### config.mk
export PLATFORM = sky130hd
export DESIGN_NAME = rc_radio_packet_builder_core
export DESIGN_NICKNAME = d
export VERILOG_FILES = /design/src/hdl/rcpb_pkg.sv /design/src/hdl/rcpb_ctrl.sv /design/src/hdl/rcpb_datapath.sv /design/src/hdl/rc_radio_packet_builder_core.sv
export SDC_FILE = /design/constraint.sdc
export NUM_CORES = 1
export LEC_CHECK = 0
export ABC_AREA = 1
export BUFFER_PORTS_ARGS = -buffer_cell sky130_fd_sc_hd__buf_2
export CAP_MARGIN = 20
export CORE_UTILIZATION = 45
export DETAILED_ROUTE_END_ITERATION = 7
export PLACE_DENSITY = 0.77
export SLEW_MARGIN = 20
export SYNTH_ARGS = -nofsm -noshare
export SYNTH_HDL_FRONTEND = slang
export SYNTH_SLANG_ARGS = --single-unit
### constraint.sdc
create_clock -name clk -period 3.7 [get_ports clk]
set_clock_uncertainty 0.1 [all_clocks]
set_input_delay 0.185 -clock clk [delete_from_list [all_inputs] [get_ports clk]]
set_output_delay 0.185 -clock clk [all_outputs]
set_load 0.03 [all_outputs]
### src/hdl/rcpb_pkg.sv
`timescale 1ns / 1ps
// ----------------------------------------------------------------------------
// rcpb_pkg
// Shared types, constants and helper functions of the radio packet builder.
// ----------------------------------------------------------------------------
package rcpb_pkg;

    localparam int FRAME_LEN = 15;
    localparam int BODY_LEN  = 10;

    localparam logic [3:0] LAST_INDEX = 4'd14;

    localparam logic [7:0] LEAD_BIND  = 8'hA4;
    localparam logic [7:0] LEAD_DATA  = 8'hA5;
    localparam logic [7:0] DATA_ADDR  = 8'hFA;
    localparam logic [7:0] TAIL_BYTE  = 8'h0A;
    localparam logic [7:0] STICK_TRIM = 8'h7C;

    // Stick offset: value - 1500 + 0x1FF, i.e. value - 989.
    localparam logic [13:0] STICK_BIAS = 14'd989;
    localparam logic [13:0] STICK_MAX  = 14'd1023;

    localparam logic [2:0] CFG_TX_ID        = 3'd0;
    localparam logic [2:0] CFG_FLAGS_FIRST  = 3'd1;
    localparam logic [2:0] CFG_FLAGS_SECOND = 3'd2;
    localparam logic [2:0] CFG_BIND_CHANNEL = 3'd3;
    localparam logic [2:0] CFG_BIND_TICKS   = 3'd4;

    localparam logic [15:0] BIND_TICKS_RESET = 16'd1000;

    typedef enum logic [0:0] {
        ST_IDLE,
        ST_SEND
    } state_t;

    typedef struct packed {
        logic       accept;
        logic       emit;
        logic [3:0] idx;
    } cmd_t;

    typedef struct packed {
        logic frame;
        logic out_free;
    } status_t;

    // Hop channel k for the low address byte a3.
    function automatic logic [7:0] hop_channel(input logic [7:0] a3, input logic [1:0] k);
        logic [7:0] h1;
        logic [7:0] res;
        h1 = {3'b000, a3[4:0]} + 8'h10;
        unique case (k)
            2'd0: res = 8'h00;
            2'd1: res = h1;
            2'd2: res = h1 + 8'h20;
            default: res = h1 + 8'h40;
        endcase
        return res;
    endfunction

    // Offset and clamp one stick to 10 bits, returned as {high byte, low byte}.
    function automatic logic [15:0] encode_stick(input logic [11:0] raw);
        logic [13:0] diff;
        logic [9:0]  v;
        diff = {2'b00, raw} - STICK_BIAS;
        if ({2'b00, raw} < STICK_BIAS) begin
            v = 10'd0;
        end else if (diff > STICK_MAX) begin
            v = 10'd1023;
        end else begin
            v = diff[9:0];
        end
        return {STICK_TRIM + {6'b000000, v[9:8]}, v[7:0]};
    endfunction

endpackage

### src/hdl/rcpb_ctrl.sv
`timescale 1ns / 1ps
// ----------------------------------------------------------------------------
// rcpb_ctrl
// Controller: accepts a word, then steps the byte index while the output
// register is free.
// ----------------------------------------------------------------------------
module rcpb_ctrl (
    input  logic             clk,
    input  logic             rst_n,
    input  logic             in_valid,
    output logic             in_stall,
    input  rcpb_pkg::status_t status,
    output rcpb_pkg::cmd_t    cmd
);
    import rcpb_pkg::*;

    state_t     state_reg;
    state_t     state_next;
    logic [3:0] idx_reg;
    logic [3:0] idx_next;

    always_ff @(posedge clk or negedge rst_n)
    begin
        if (!rst_n)
        begin
            state_reg <= ST_IDLE;
            idx_reg   <= 4'd0;
        end
        else
        begin
            state_reg <= state_next;
            idx_reg   <= idx_next;
        end
    end

    always_comb
    begin
        state_next = state_reg;
        idx_next   = idx_reg;
        in_stall   = 1'b1;
        cmd.accept = 1'b0;
        cmd.emit   = 1'b0;
        cmd.idx    = idx_reg;
        unique case (state_reg)
            ST_IDLE:
            begin
                in_stall = 1'b0;
                if (in_valid)
                begin
                    cmd.accept = 1'b1;
                    state_next = ST_SEND;
                    idx_next   = 4'd0;
                end
            end
            ST_SEND:
            begin
                if (status.out_free)
                begin
                    cmd.emit = 1'b1;
                    // A tick that sends nothing gives a single word.
                    if (!status.frame || idx_reg == LAST_INDEX)
                    begin
                        state_next = ST_IDLE;
                    end
                    else
                    begin
                        idx_next = idx_reg + 4'd1;
                    end
                end
            end
            default:
            begin
                state_next = ST_IDLE;
            end
        endcase
    end

    a_accept_starts: assert property (@(posedge clk) disable iff (!rst_n)
        cmd.accept |=> (state_reg == ST_SEND && idx_reg == 4'd0))
        else $error("accept did not start a frame at index zero");

    a_last_returns: assert property (@(posedge clk) disable iff (!rst_n)
        (cmd.emit && idx_reg == LAST_INDEX) |=> (state_reg == ST_IDLE))
        else $error("controller did not return to idle after the last byte");

    a_no_emit_idle: assert property (@(posedge clk) disable iff (!rst_n)
        (state_reg == ST_IDLE) |-> !cmd.emit)
        else $error("emit while idle");

    a_idx_range: assert property (@(posedge clk) disable iff (!rst_n)
        (state_reg == ST_SEND) |-> (idx_reg <= LAST_INDEX))
        else $error("byte index beyond frame");

endmodule

### src/hdl/rcpb_datapath.sv
`timescale 1ns / 1ps
// ----------------------------------------------------------------------------
// rcpb_datapath
// Datapath: configuration registers, mode and hop state, frame body,
// checksum accumulator and output register.
// ----------------------------------------------------------------------------
module rcpb_datapath (
    input  logic             clk,
    input  logic             rst_n,
    input  logic             cfg_write,
    input  logic [2:0]       cfg_index,
    input  logic [31:0]      cfg_data,
    input  rcpb_pkg::cmd_t    cmd,
    output rcpb_pkg::status_t status,
    input  logic             opcode,
    input  logic             sticks_valid,
    input  logic [11:0]      aileron,
    input  logic [11:0]      elevator,
    input  logic [11:0]      throttle,
    input  logic [11:0]      rudder,
    output logic             out_valid,
    input  logic             out_stall,
    output logic [7:0]       frame_byte,
    output logic [3:0]       byte_index,
    output logic             frame_sent,
    output logic [6:0]       radio_channel,
    output logic             last
);
    import rcpb_pkg::*;

    logic [31:0] tx_id_reg;
    logic [7:0]  flags_first_reg;
    logic [7:0]  flags_second_reg;
    logic [6:0]  bind_channel_reg;
    logic [15:0] bind_ticks_reg;

    logic        binding_reg;
    logic [15:0] bind_remaining_reg;
    logic [1:0]  hop_index_reg;
    logic [7:0]  body_reg [BODY_LEN];

    logic        send_reg;
    logic [7:0]  lead_reg;
    logic [7:0]  second_reg;
    logic [6:0]  chan_reg;
    logic [7:0]  sum_reg;

    logic        out_valid_reg;
    logic [7:0]  frame_byte_reg;
    logic [3:0]  byte_index_reg;
    logic        frame_sent_reg;
    logic [6:0]  radio_channel_reg;
    logic        last_reg;

    logic [7:0]  a0;
    logic [7:0]  a1;
    logic [7:0]  a2;
    logic [7:0]  a3;
    logic [7:0]  a4;
    logic [15:0] remaining_dec;
    logic [15:0] enc_ail;
    logic [15:0] enc_ele;
    logic [15:0] enc_thr;
    logic [15:0] enc_rud;
    logic [7:0]  hop_now;
    logic [3:0]  body_off;
    logic [7:0]  sel_byte;

    assign a0 = tx_id_reg[31:24];
    assign a1 = tx_id_reg[23:16];
    assign a2 = tx_id_reg[15:8];
    assign a3 = tx_id_reg[7:0];
    assign a4 = {a2[7:4], a3[3:0]};

    assign remaining_dec = bind_remaining_reg - 16'd1;
    assign enc_ail = encode_stick(aileron);
    assign enc_ele = encode_stick(elevator);
    assign enc_thr = encode_stick(throttle);
    assign enc_rud = encode_stick(rudder);
    assign hop_now = hop_channel(a3, hop_index_reg);

    always_ff @(posedge clk or negedge rst_n)
    begin
        if (!rst_n)
        begin
            tx_id_reg        <= 32'd0;
            flags_first_reg  <= 8'd0;
            flags_second_reg <= 8'd0;
            bind_channel_reg <= 7'd0;
            bind_ticks_reg   <= BIND_TICKS_RESET;
        end
        else if (cfg_write)
        begin
            unique case (cfg_index)
                CFG_TX_ID:        tx_id_reg        <= cfg_data;
                CFG_FLAGS_FIRST:  flags_first_reg  <= cfg_data[7:0];
                CFG_FLAGS_SECOND: flags_second_reg <= cfg_data[7:0];
                CFG_BIND_CHANNEL: bind_channel_reg <= cfg_data[6:0];
                CFG_BIND_TICKS:   bind_ticks_reg   <= cfg_data[15:0];
                default: ;
            endcase
        end
    end

    // Mode, hop and body state change once, at the edge that takes a word.
    always_ff @(posedge clk or negedge rst_n)
    begin
        if (!rst_n)
        begin
            binding_reg        <= 1'b1;
            bind_remaining_reg <= BIND_TICKS_RESET;
            hop_index_reg      <= 2'd0;
            send_reg           <= 1'b0;
            for (int i = 0; i < BODY_LEN; i++)
            begin
                body_reg[i] <= 8'd0;
            end
        end
        else if (cmd.accept)
        begin
            priority if (opcode)
            begin
                binding_reg        <= 1'b1;
                bind_remaining_reg <= bind_ticks_reg;
                send_reg           <= 1'b0;
            end
            else if (binding_reg)
            begin
                bind_remaining_reg <= remaining_dec;
                if (remaining_dec == 16'd0)
                begin
                    binding_reg <= 1'b0;
                    send_reg    <= 1'b0;
                end
                else
                begin
                    send_reg      <= 1'b1;
                    hop_index_reg <= hop_index_reg + 2'd1;
                    body_reg[0]   <= a1;
                    body_reg[1]   <= a2;
                    body_reg[2]   <= a3;
                    body_reg[3]   <= a4;
                    body_reg[4]   <= hop_channel(a3, 2'd0);
                    body_reg[5]   <= hop_channel(a3, 2'd1);
                    body_reg[6]   <= hop_channel(a3, 2'd2);
                    body_reg[7]   <= hop_channel(a3, 2'd3);
                    body_reg[8]   <= a0;
                    body_reg[9]   <= a1;
                end
            end
            else
            begin
                send_reg      <= 1'b1;
                hop_index_reg <= hop_index_reg + 2'd1;
                if (sticks_valid)
                begin
                    body_reg[0] <= flags_first_reg;
                    body_reg[1] <= flags_second_reg;
                    body_reg[2] <= enc_ail[15:8];
                    body_reg[3] <= enc_ail[7:0];
                    body_reg[4] <= enc_ele[15:8];
                    body_reg[5] <= enc_ele[7:0];
                    body_reg[6] <= enc_thr[15:8];
                    body_reg[7] <= enc_thr[7:0];
                    body_reg[8] <= enc_rud[15:8];
                    body_reg[9] <= enc_rud[7:0];
                end
            end
        end
    end

    always_ff @(posedge clk)
    begin
        if (cmd.accept)
        begin
            if (binding_reg)
            begin
                lead_reg   <= LEAD_BIND;
                second_reg <= a0;
                chan_reg   <= bind_channel_reg;
            end
            else
            begin
                lead_reg   <= LEAD_DATA;
                second_reg <= DATA_ADDR;
                chan_reg   <= hop_now[6:0];
            end
        end
    end

    assign body_off = cmd.idx - 4'd2;

    always_comb
    begin
        unique case (cmd.idx)
            4'd0:    sel_byte = lead_reg;
            4'd1:    sel_byte = second_reg;
            4'd12:   sel_byte = a2;
            4'd13:   sel_byte = TAIL_BYTE;
            4'd14:   sel_byte = sum_reg;
            4'd2, 4'd3, 4'd4, 4'd5, 4'd6, 4'd7, 4'd8, 4'd9, 4'd10, 4'd11:
                     sel_byte = body_reg[body_off];
            default: sel_byte = 8'd0;
        endcase
    end

    // The checksum builds up as the bytes go out, ready for the last one.
    always_ff @(posedge clk)
    begin
        if (cmd.accept)
        begin
            sum_reg <= 8'd0;
        end
        else if (cmd.emit)
        begin
            sum_reg <= sum_reg + sel_byte;
        end
    end

    always_ff @(posedge clk or negedge rst_n)
    begin
        if (!rst_n)
        begin
            out_valid_reg <= 1'b0;
        end
        else if (cmd.emit)
        begin
            out_valid_reg <= 1'b1;
        end
        else if (!out_stall)
        begin
            out_valid_reg <= 1'b0;
        end
    end

    always_ff @(posedge clk)
    begin
        if (cmd.emit)
        begin
            if (send_reg)
            begin
                frame_byte_reg    <= sel_byte;
                byte_index_reg    <= cmd.idx;
                frame_sent_reg    <= 1'b1;
                radio_channel_reg <= chan_reg;
                last_reg          <= (cmd.idx == LAST_INDEX);
            end
            else
            begin
                frame_byte_reg    <= 8'd0;
                byte_index_reg    <= 4'd0;
                frame_sent_reg    <= 1'b0;
                radio_channel_reg <= 7'd0;
                last_reg          <= 1'b1;
            end
        end
    end

    assign status.frame    = send_reg;
    assign status.out_free = !out_valid_reg || !out_stall;

    assign out_valid     = out_valid_reg;
    assign frame_byte    = frame_byte_reg;
    assign byte_index    = byte_index_reg;
    assign frame_sent    = frame_sent_reg;
    assign radio_channel = radio_channel_reg;
    assign last          = last_reg;

    a_empty_is_last: assert property (@(posedge clk) disable iff (!rst_n)
        (out_valid_reg && !frame_sent_reg) |-> (last_reg && byte_index_reg == 4'd0))
        else $error("empty result is not a single last word");

    a_no_overwrite: assert property (@(posedge clk) disable iff (!rst_n)
        (out_valid_reg && out_stall) |-> !cmd.emit)
        else $error("output register overwritten while stalled");

    a_last_at_end: assert property (@(posedge clk) disable iff (!rst_n)
        (out_valid_reg && frame_sent_reg) |-> (last_reg == (byte_index_reg == LAST_INDEX)))
        else $error("last flag does not match the final frame byte");

endmodule

### src/hdl/rc_radio_packet_builder_core.sv
`timescale 1ns / 1ps
// ----------------------------------------------------------------------------
// rc_radio_packet_builder_core
// Builds a 15-byte bind or data frame per tick, or a single empty word, and streams
// it out byte by byte with its radio channel.
// ----------------------------------------------------------------------------
// The controller steps the byte index, and each byte word is registered into the output register.
// A frame tick streams its 15 byte words, one per cycle while the output register is
// free; a tick that sends nothing streams a single word. Output stalls hold the
// stream; the next word is taken only when idle.
// Reset (rst_n, asynchronous, active low) enters bind mode with 1000 ticks,
// hop index 0, a zero frame body and the register reset values.
module rc_radio_packet_builder_core (
    input  logic        clk,
    input  logic        rst_n,
    input  logic        cfg_write,
    input  logic [2:0]  cfg_index,
    input  logic [31:0] cfg_data,
    input  logic        in_valid,
    output logic        in_stall,
    input  logic        opcode,
    input  logic        sticks_valid,
    input  logic [11:0] aileron,
    input  logic [11:0] elevator,
    input  logic [11:0] throttle,
    input  logic [11:0] rudder,
    output logic        out_valid,
    input  logic        out_stall,
    output logic [7:0]  frame_byte,
    output logic [3:0]  byte_index,
    output logic        frame_sent,
    output logic [6:0]  radio_channel,
    output logic        last
);
    import rcpb_pkg::*;

    cmd_t    cmd;
    status_t status;

    rcpb_ctrl u_ctrl (
        .clk      (clk),
        .rst_n    (rst_n),
        .in_valid (in_valid),
        .in_stall (in_stall),
        .status   (status),
        .cmd      (cmd)
    );

    rcpb_datapath u_datapath (
        .clk           (clk),
        .rst_n         (rst_n),
        .cfg_write     (cfg_write),
        .cfg_index     (cfg_index),
        .cfg_data      (cfg_data),
        .cmd           (cmd),
        .status        (status),
        .opcode        (opcode),
        .sticks_valid  (sticks_valid),
        .aileron       (aileron),
        .elevator      (elevator),
        .throttle      (throttle),
        .rudder        (rudder),
        .out_valid     (out_valid),
        .out_stall     (out_stall),
        .frame_byte    (frame_byte),
        .byte_index    (byte_index),
        .frame_sent    (frame_sent),
        .radio_channel (radio_channel),
        .last          (last)
    );

endmodule

# Word-level counts from Yosys, hierarchy flattened
# Cells that the tools add are included.
# W data, S select, Z words.
[word_totals] latch_bits=0 ramBits=0 out_inout_bits=23 mem_count=0 register_bits=229 in_bits=90 rom_bits=0 word_cells=147
[classes] n_addsub=16 eq_ne=25 order_cmp=9 shift=0 mux=42 n_div=0 n_reduce_logical=21 bitwise=3 n_mul=0
[ops] cell="$mux W80" n=3
[ops] cell="$mux W10" n=8
[ops] cell="$gt A14 B10 Y1 const B" n=4
[ops] cell="$sub A12 B10 Y13 const B" n=4
[ops] cell="$lt A12 B10 Y1 const B" n=4
[ops] cell="$pmux W8 S6" n=1
[ops] cell="$add A7 B2 Y8 const A" n=4
[ops] cell="$bmux W8 S4" n=1
[ops] cell="$mux W16" n=2
[ops] cell="$eq A4 B4 Y1 const B" n=7
[ops] cell="$pmux W7 S3" n=1
[ops] cell="$eq A4 B3 Y1 const B" n=4
[ops] cell="$logic_not A16 Y1" n=1
[ops] cell="$mux W1" n=16
[ops] cell="$mux W8" n=2
[ops] cell="$sub A16 B1 Y16 const B" n=1
[ops] cell="$mux W4" n=3
[ops] cell="$reduce_and A2 Y1" n=6
[ops] cell="$reduce_or A10 Y1" n=1
[ops] cell="$add A6 B7 Y8 const B" n=1
[ops] cell="$add A8 B8 Y8" n=1
[ops] cell="$eq A4 B2 Y1 const B" n=2
[ops] cell="$ne A2 B2 Y1 const B" n=4
[ops] cell="$pmux W4 S2" n=1
[ops] cell="26 further kinds" n=34

# Depth between registers and ports, before layout
[logic_depth] word_depth=7 ltp_mapped=22 mapped_depth_nobuf=19

# Cells and area by module
# A second synthesis with hierarchy kept.
[unflattened] hier_cells=1601 area_unflattened_um2=12092.8
[by_module_without_submodules] mod="rcpb_datapath" cells_each=1563 area_each_um2=11795.1 n_inst=1 seq_area_each_um2=5341.4
[by_module_without_submodules] mod="rcpb_ctrl" cells_each=38 area_each_um2=297.8 n_inst=1 seq_area_each_um2=125.1

# Worst setup path before layout
# No wires, ideal clock.
[synth_path] path_kind="reg2reg" from="register u_ctrl.idx_reg[1]" to="register u_datapath.sum_reg[7]" slack_ns=0.033 required_time_ns=3.486 path_buffers=4 period_less_slack_ns=3.667 stages_incl_launch_ff=22 setup_ns=0.114 arrival_time_ns=3.453 cell_sequence="dfrtp_1 buf_2 inv_1 buf_1 ha_1 clkbuf_1 inv_1 clkbuf_1 nand2_1 o22ai_1 nand2_1 a211o_1 nand2_1 ha_1 a21oi_1 nand2_1 a31oi_1 nand3_1 nand2_1 inv_1 a21oi_1 nor2_1"
[synth_via] elab_chain_len=7 word_cells_on_any_way=23 classes_between="add/sub: 2; eq/ne: 14; mux: 4; bitwise: 1; reduce/logical: 2"
[synth_rtl] element="start: declaration" line="rcpb_ctrl.sv:19" source="logic [3:0] idx_reg;"
[synth_rtl] element="start signal: assignment" line="rcpb_ctrl.sv:32" source="idx_reg <= idx_next;"
[synth_rtl] element="$sub A4 B2 Y4" line="rcpb_datapath.sv:191" source="assign body_off = cmd.idx - 4'd2;"
[synth_rtl] element="$not A4 Y5 (not written as such)" line="rcpb_datapath.sv:202" source="sel_byte = body_reg[body_off];"
[synth_rtl] element="$bmux W8 S4" line="rcpb_datapath.sv:202"
[synth_rtl] element="$mux W8 (not written as such) (2 in series)" line="rcpb_datapath.sv:202"
[synth_rtl] element="$pmux W8 S6 *" line="rcpb_datapath.sv:195" source="unique case (cmd.idx)"
[synth_rtl] element="via u_datapath.sel_byte[2]" line="rcpb_datapath.sv:67" source="logic [7:0] sel_byte;"
[synth_rtl] element="$add A8 B8 Y8 *" line="rcpb_datapath.sv:216" source="sum_reg <= sum_reg + sel_byte;"
[synth_rtl] element="end signal: assignment" line="rcpb_datapath.sv:216"
[synth_rtl] element="end: declaration" line="rcpb_datapath.sv:46" source="logic [7:0] sum_reg;"
# Mark *: on every way through the listed nets, which the timed path passes. The rest lies on a longest branch. The select of a mux whose other input is x is not followed.
# A chain may end at the register's enable or synchronous reset.

# Worst setup path after layout
[layout_path] from="register u_ctrl.idx_reg[2]" to="register u_datapath.sum_reg[7]"
# Same word-level chain as after synthesis.

==> impl_metrics.json <==
{
  "run_status": "finished clean",
  "placed_area_um2": 13000,
  "cts-root-buf": "clkbuf_16",
  "final_layout_size_suffix_gt1_frac": 0.119,
  "reg2reg_from": "u_ctrl.idx_reg[2]",
  "yosys.area.top_type_share": 0.316,
  "gr-usage-met3": 0.0335,
  "dr_total_vias": 11600,
  "cts.sinks": 212,
  "dieArea_um2": 27800,
  "critical_path_class": "reg -> reg",
  "syn_inst": 1640,
  "p_per_area_nw_per_um2": 704,
  "worst-r2r-cell-count": 17,
  "maxSlewHeadroom": 0.325,
  "syn_area_um2": 12200,
  "mostFrequentLayoutCell": "nand2_1",
  "place_congestion": 0.907,
  "grt_overflow_total": 0,
  "die_h_um": 167,
  "synth-warning-count": 0,
  "ys_ff_latch": 212,
  "rsz0062_at_grt": "no",
  "utilization": 0.531,
  "cpMaxStageDelayCell": "ha_1",
  "drt_iter0_drc": 958,
  "max_freq_mhz": 303,
  "post-route-period-util": 0.892,
  "stdcell_area_um2": 14000,
  "drtPass1Iterations": 5,
  "detail_route.wirelength_mm": 35.2,
  "min_path_type": "in -> reg",
  "antenna_found_initial": 0,
  "ys_top_cells_by_area": "dfrtp_1 32%, nand2_1 18%, edfxtp_1 9.1%",
  "area_growth_pct": 14.6,
  "grt_pass1_vias": 10900,
  "grtUsageMet1": 0.343,
  "met2_usage": 0.414,
  "synth_area_leader_cell": "dfrtp_1",
  "cts_tree": "done",
  "post_cts_buffers": 0,
  "grt_pass1_wl_mm": 56.6,
  "crit_chain": "inv_1, ha_1, nand2_1, inv_1, o21ai_0, o21a_1, a211o_1, nand2_1, ha_1, a21oi_1, nand2_1, a31oi_1, nand3_1, nand2_1, inv_1, a21oi_1, nor2_1",
  "synth_edf_count": 37,
  "grt_use_total": 0.253,
  "hold_viol": 0,
  "endpoint_kind": "register",
  "worst_hold_path.endpoint": "u_datapath.flags_first_reg[0]",
  "diodes": 0,
  "worstMarginPinSlew_ps": 1010,
  "p_leak_uw": 0.00718,
  "fin_setup_tns_ps": 0,
  "cp_slowest_stage_delay_ps": 500,
  "grt-busiest-layer": "met2",
  "drc": 0,
  "grt_max_degree": 92,
  "hold_ws_ps": 17.5,
  "async_flop_share": 0.788,
  "drv_cap": 0,
  "cts_made_buffers": 23,
  "pre_cts_ws_ps": 367,
  "synth-main-ff-cell": "dfrtp_1",
  "dp_hpwl_mm": 25.2,
  "worst_setup_path_start_kind": "register",
  "finalCriticalPeriod_ps": 3300,
  "ys_types": 46,
  "irDropWorstVdd_v": 0.000391,
  "cts.reportedPaths.clkPinSlew_ps": 60,
  "largest_reg_flops": 70,
  "ant_nets": 0,
  "r2r-end": "u_datapath.sum_reg[7]",
  "cp.arrival_ps": 3610,
  "synth_nets": 1757,
  "post_drt_wl_per_cell_um": 16.8,
  "syn_avg_cell_area_um2": 7.44,
  "clk-insertion-delay-late_ps": 520,
  "drv_slew": 0,
  "rrSetupSlack_ps": 400,
  "dieWidth_um": 167,
  "core_um2": 26400,
  "start_util": 0.463,
  "setup_viol": 0,
  "layout.nets": 1866,
  "timing.final.ws_setup_ps": 401,
  "rows": 59,
  "cts_max_level": 1,
  "path_max_fanout": 10,
  "final_cell_mix": "572 x nand2_1, 154 x dfrtp_1, 150 x inv_1, 121 x o21ai_0, 115 x nor2_1",
  "fillers": 2478,
  "required_ps": 4010,
  "io-pin-count": 113,
  "seq_area_frac_synth": 0.448,
  "cpMostUsedCell": "nand2_1",
  "cts_buffer_depth": 3,
  "hold_start": "cfg_data[0]",
  "vias_per_cell": 5.51,
  "io_buffers": 112,
  "holdPathStages": 3
}
## where the power goes
| part | switching (µW) | internal [µW] | total (µW) |
|---|---|---|---|
| sequential | 608 | 3270 | 3880 |
| combinational | 2560 | 1310 | 3870 |
| clock | 936 | 1160 | 2090 |
| total | 4110 | 5740 | 9840 |
## synthesized netlist by cell type, types with 2 or more instances
library cell	number
nand3_1	107
nand3b_1	3
dfstp_2	13
a22o_1	2
ha_1	26
o22ai_1	13
buf_6	8
a31oi_1	2
a211o_1	2
o21a_1	7
nand2_1	573
xor2_1	20
clkbuf_1	46
dfxtp_1	8
o211ai_1	7
nand4_1	84
buf_4	7
nor2_1	116
nor3_1	8
inv_1	153
edfxtp_1	37
o21ai_1	2
xnor2_1	11
buf_1	10
a21oi_1	48
clkinv_1	4
o21ai_0	121
a22oi_1	3
nor2_2	8
a221oi_1	6
mux2_2	10
dfrtp_1	154
or2_2	6
buf_2	3
## how the worst max path moves through the flow
| stage | startpoint | end | slack [ps] |
|---|---|---|---|
| 3_3_place_gp | u_ctrl.idx_reg[2] | u_datapath.sum_reg[7] | 420 |
| 3_5_place_dp | u_ctrl.idx_reg[2] | u_datapath.sum_reg[7] | 370 |
| 5_1_grt | u_ctrl.idx_reg[2] | u_datapath.sum_reg[7] | 2 |
| 2_1_floorplan | u_ctrl.idx_reg[1] | u_datapath.sum_reg[7] | 30 |
| 6_report | u_ctrl.idx_reg[2] | u_datapath.sum_reg[7] | 400 |
| 4_1_cts | u_ctrl.idx_reg[2] | u_datapath.sum_reg[7] | 360 |
## worst max-delay path, delay by kind of cell, from the launching register on
kind,cells,cell delay [ps]
buffers and inverters,3,310
flip-flops,1,400
AND/OR/NAND/NOR,6,550
adder cells (fa/ha/maj),2,790
AO/OA/AOI/OAI,6,1060
## layer usage
layer / share of wire / up-vias
li1: - / 5585
met1: 0.44 / 5547
met2: 0.46 / 363
met3: 0.058 / 75
met4: 0.036 / 0
met5: 0 / -
## layout make-up
| type | instances | area, µm² | area share |
|---|---|---|---|
| tap | 335 | 419 | 0.0300 |
| multi-input combinational | 1197 | 5800 | 0.415 |
| clock buffer | 29 | 598 | 0.0427 |
| timing repair buffer | 158 | 1040 | 0.0741 |
| sequential | 212 | 5470 | 0.391 |
| inverter | 157 | 589 | 0.0421 |
| clock inverter | 13 | 82.6 | 0.00590 |
## per-stage QoR
| step | power [µW] | instances |
|---|---|---|
| 6_report | 9840 | 2101 |
| 5_1_grt | 10500 | 2101 |
| 4_1_cts | 9810 | 2100 |
| 3_5_place_dp | 7680 | 2031 |
| 3_3_place_gp | 7590 | 2031 |
| 2_1_floorplan | 6460 | 1640 |
## cell families after synthesis
logic type / count (synthesis) / synth area share
adder cells (fa/ha/maj): 27 / 0.0283
AND/OR/NAND/NOR: 909 / 0.314
AO/OA/AOI/OAI: 220 / 0.100
buffers and inverters: 231 / 0.0784
XOR/XNOR: 31 / 0.0222
multiplexers: 10 / 0.00922
flip-flops: 212 / 0.448
## timing repair
action | CTS | global route
endpoints found under the setup margin | 0 | 1
endpoints found under the hold margin | 93 | 0
hold buffers | 27 | 0
resized for setup | 0 | 1
Power figures use the tool's default switching activity.
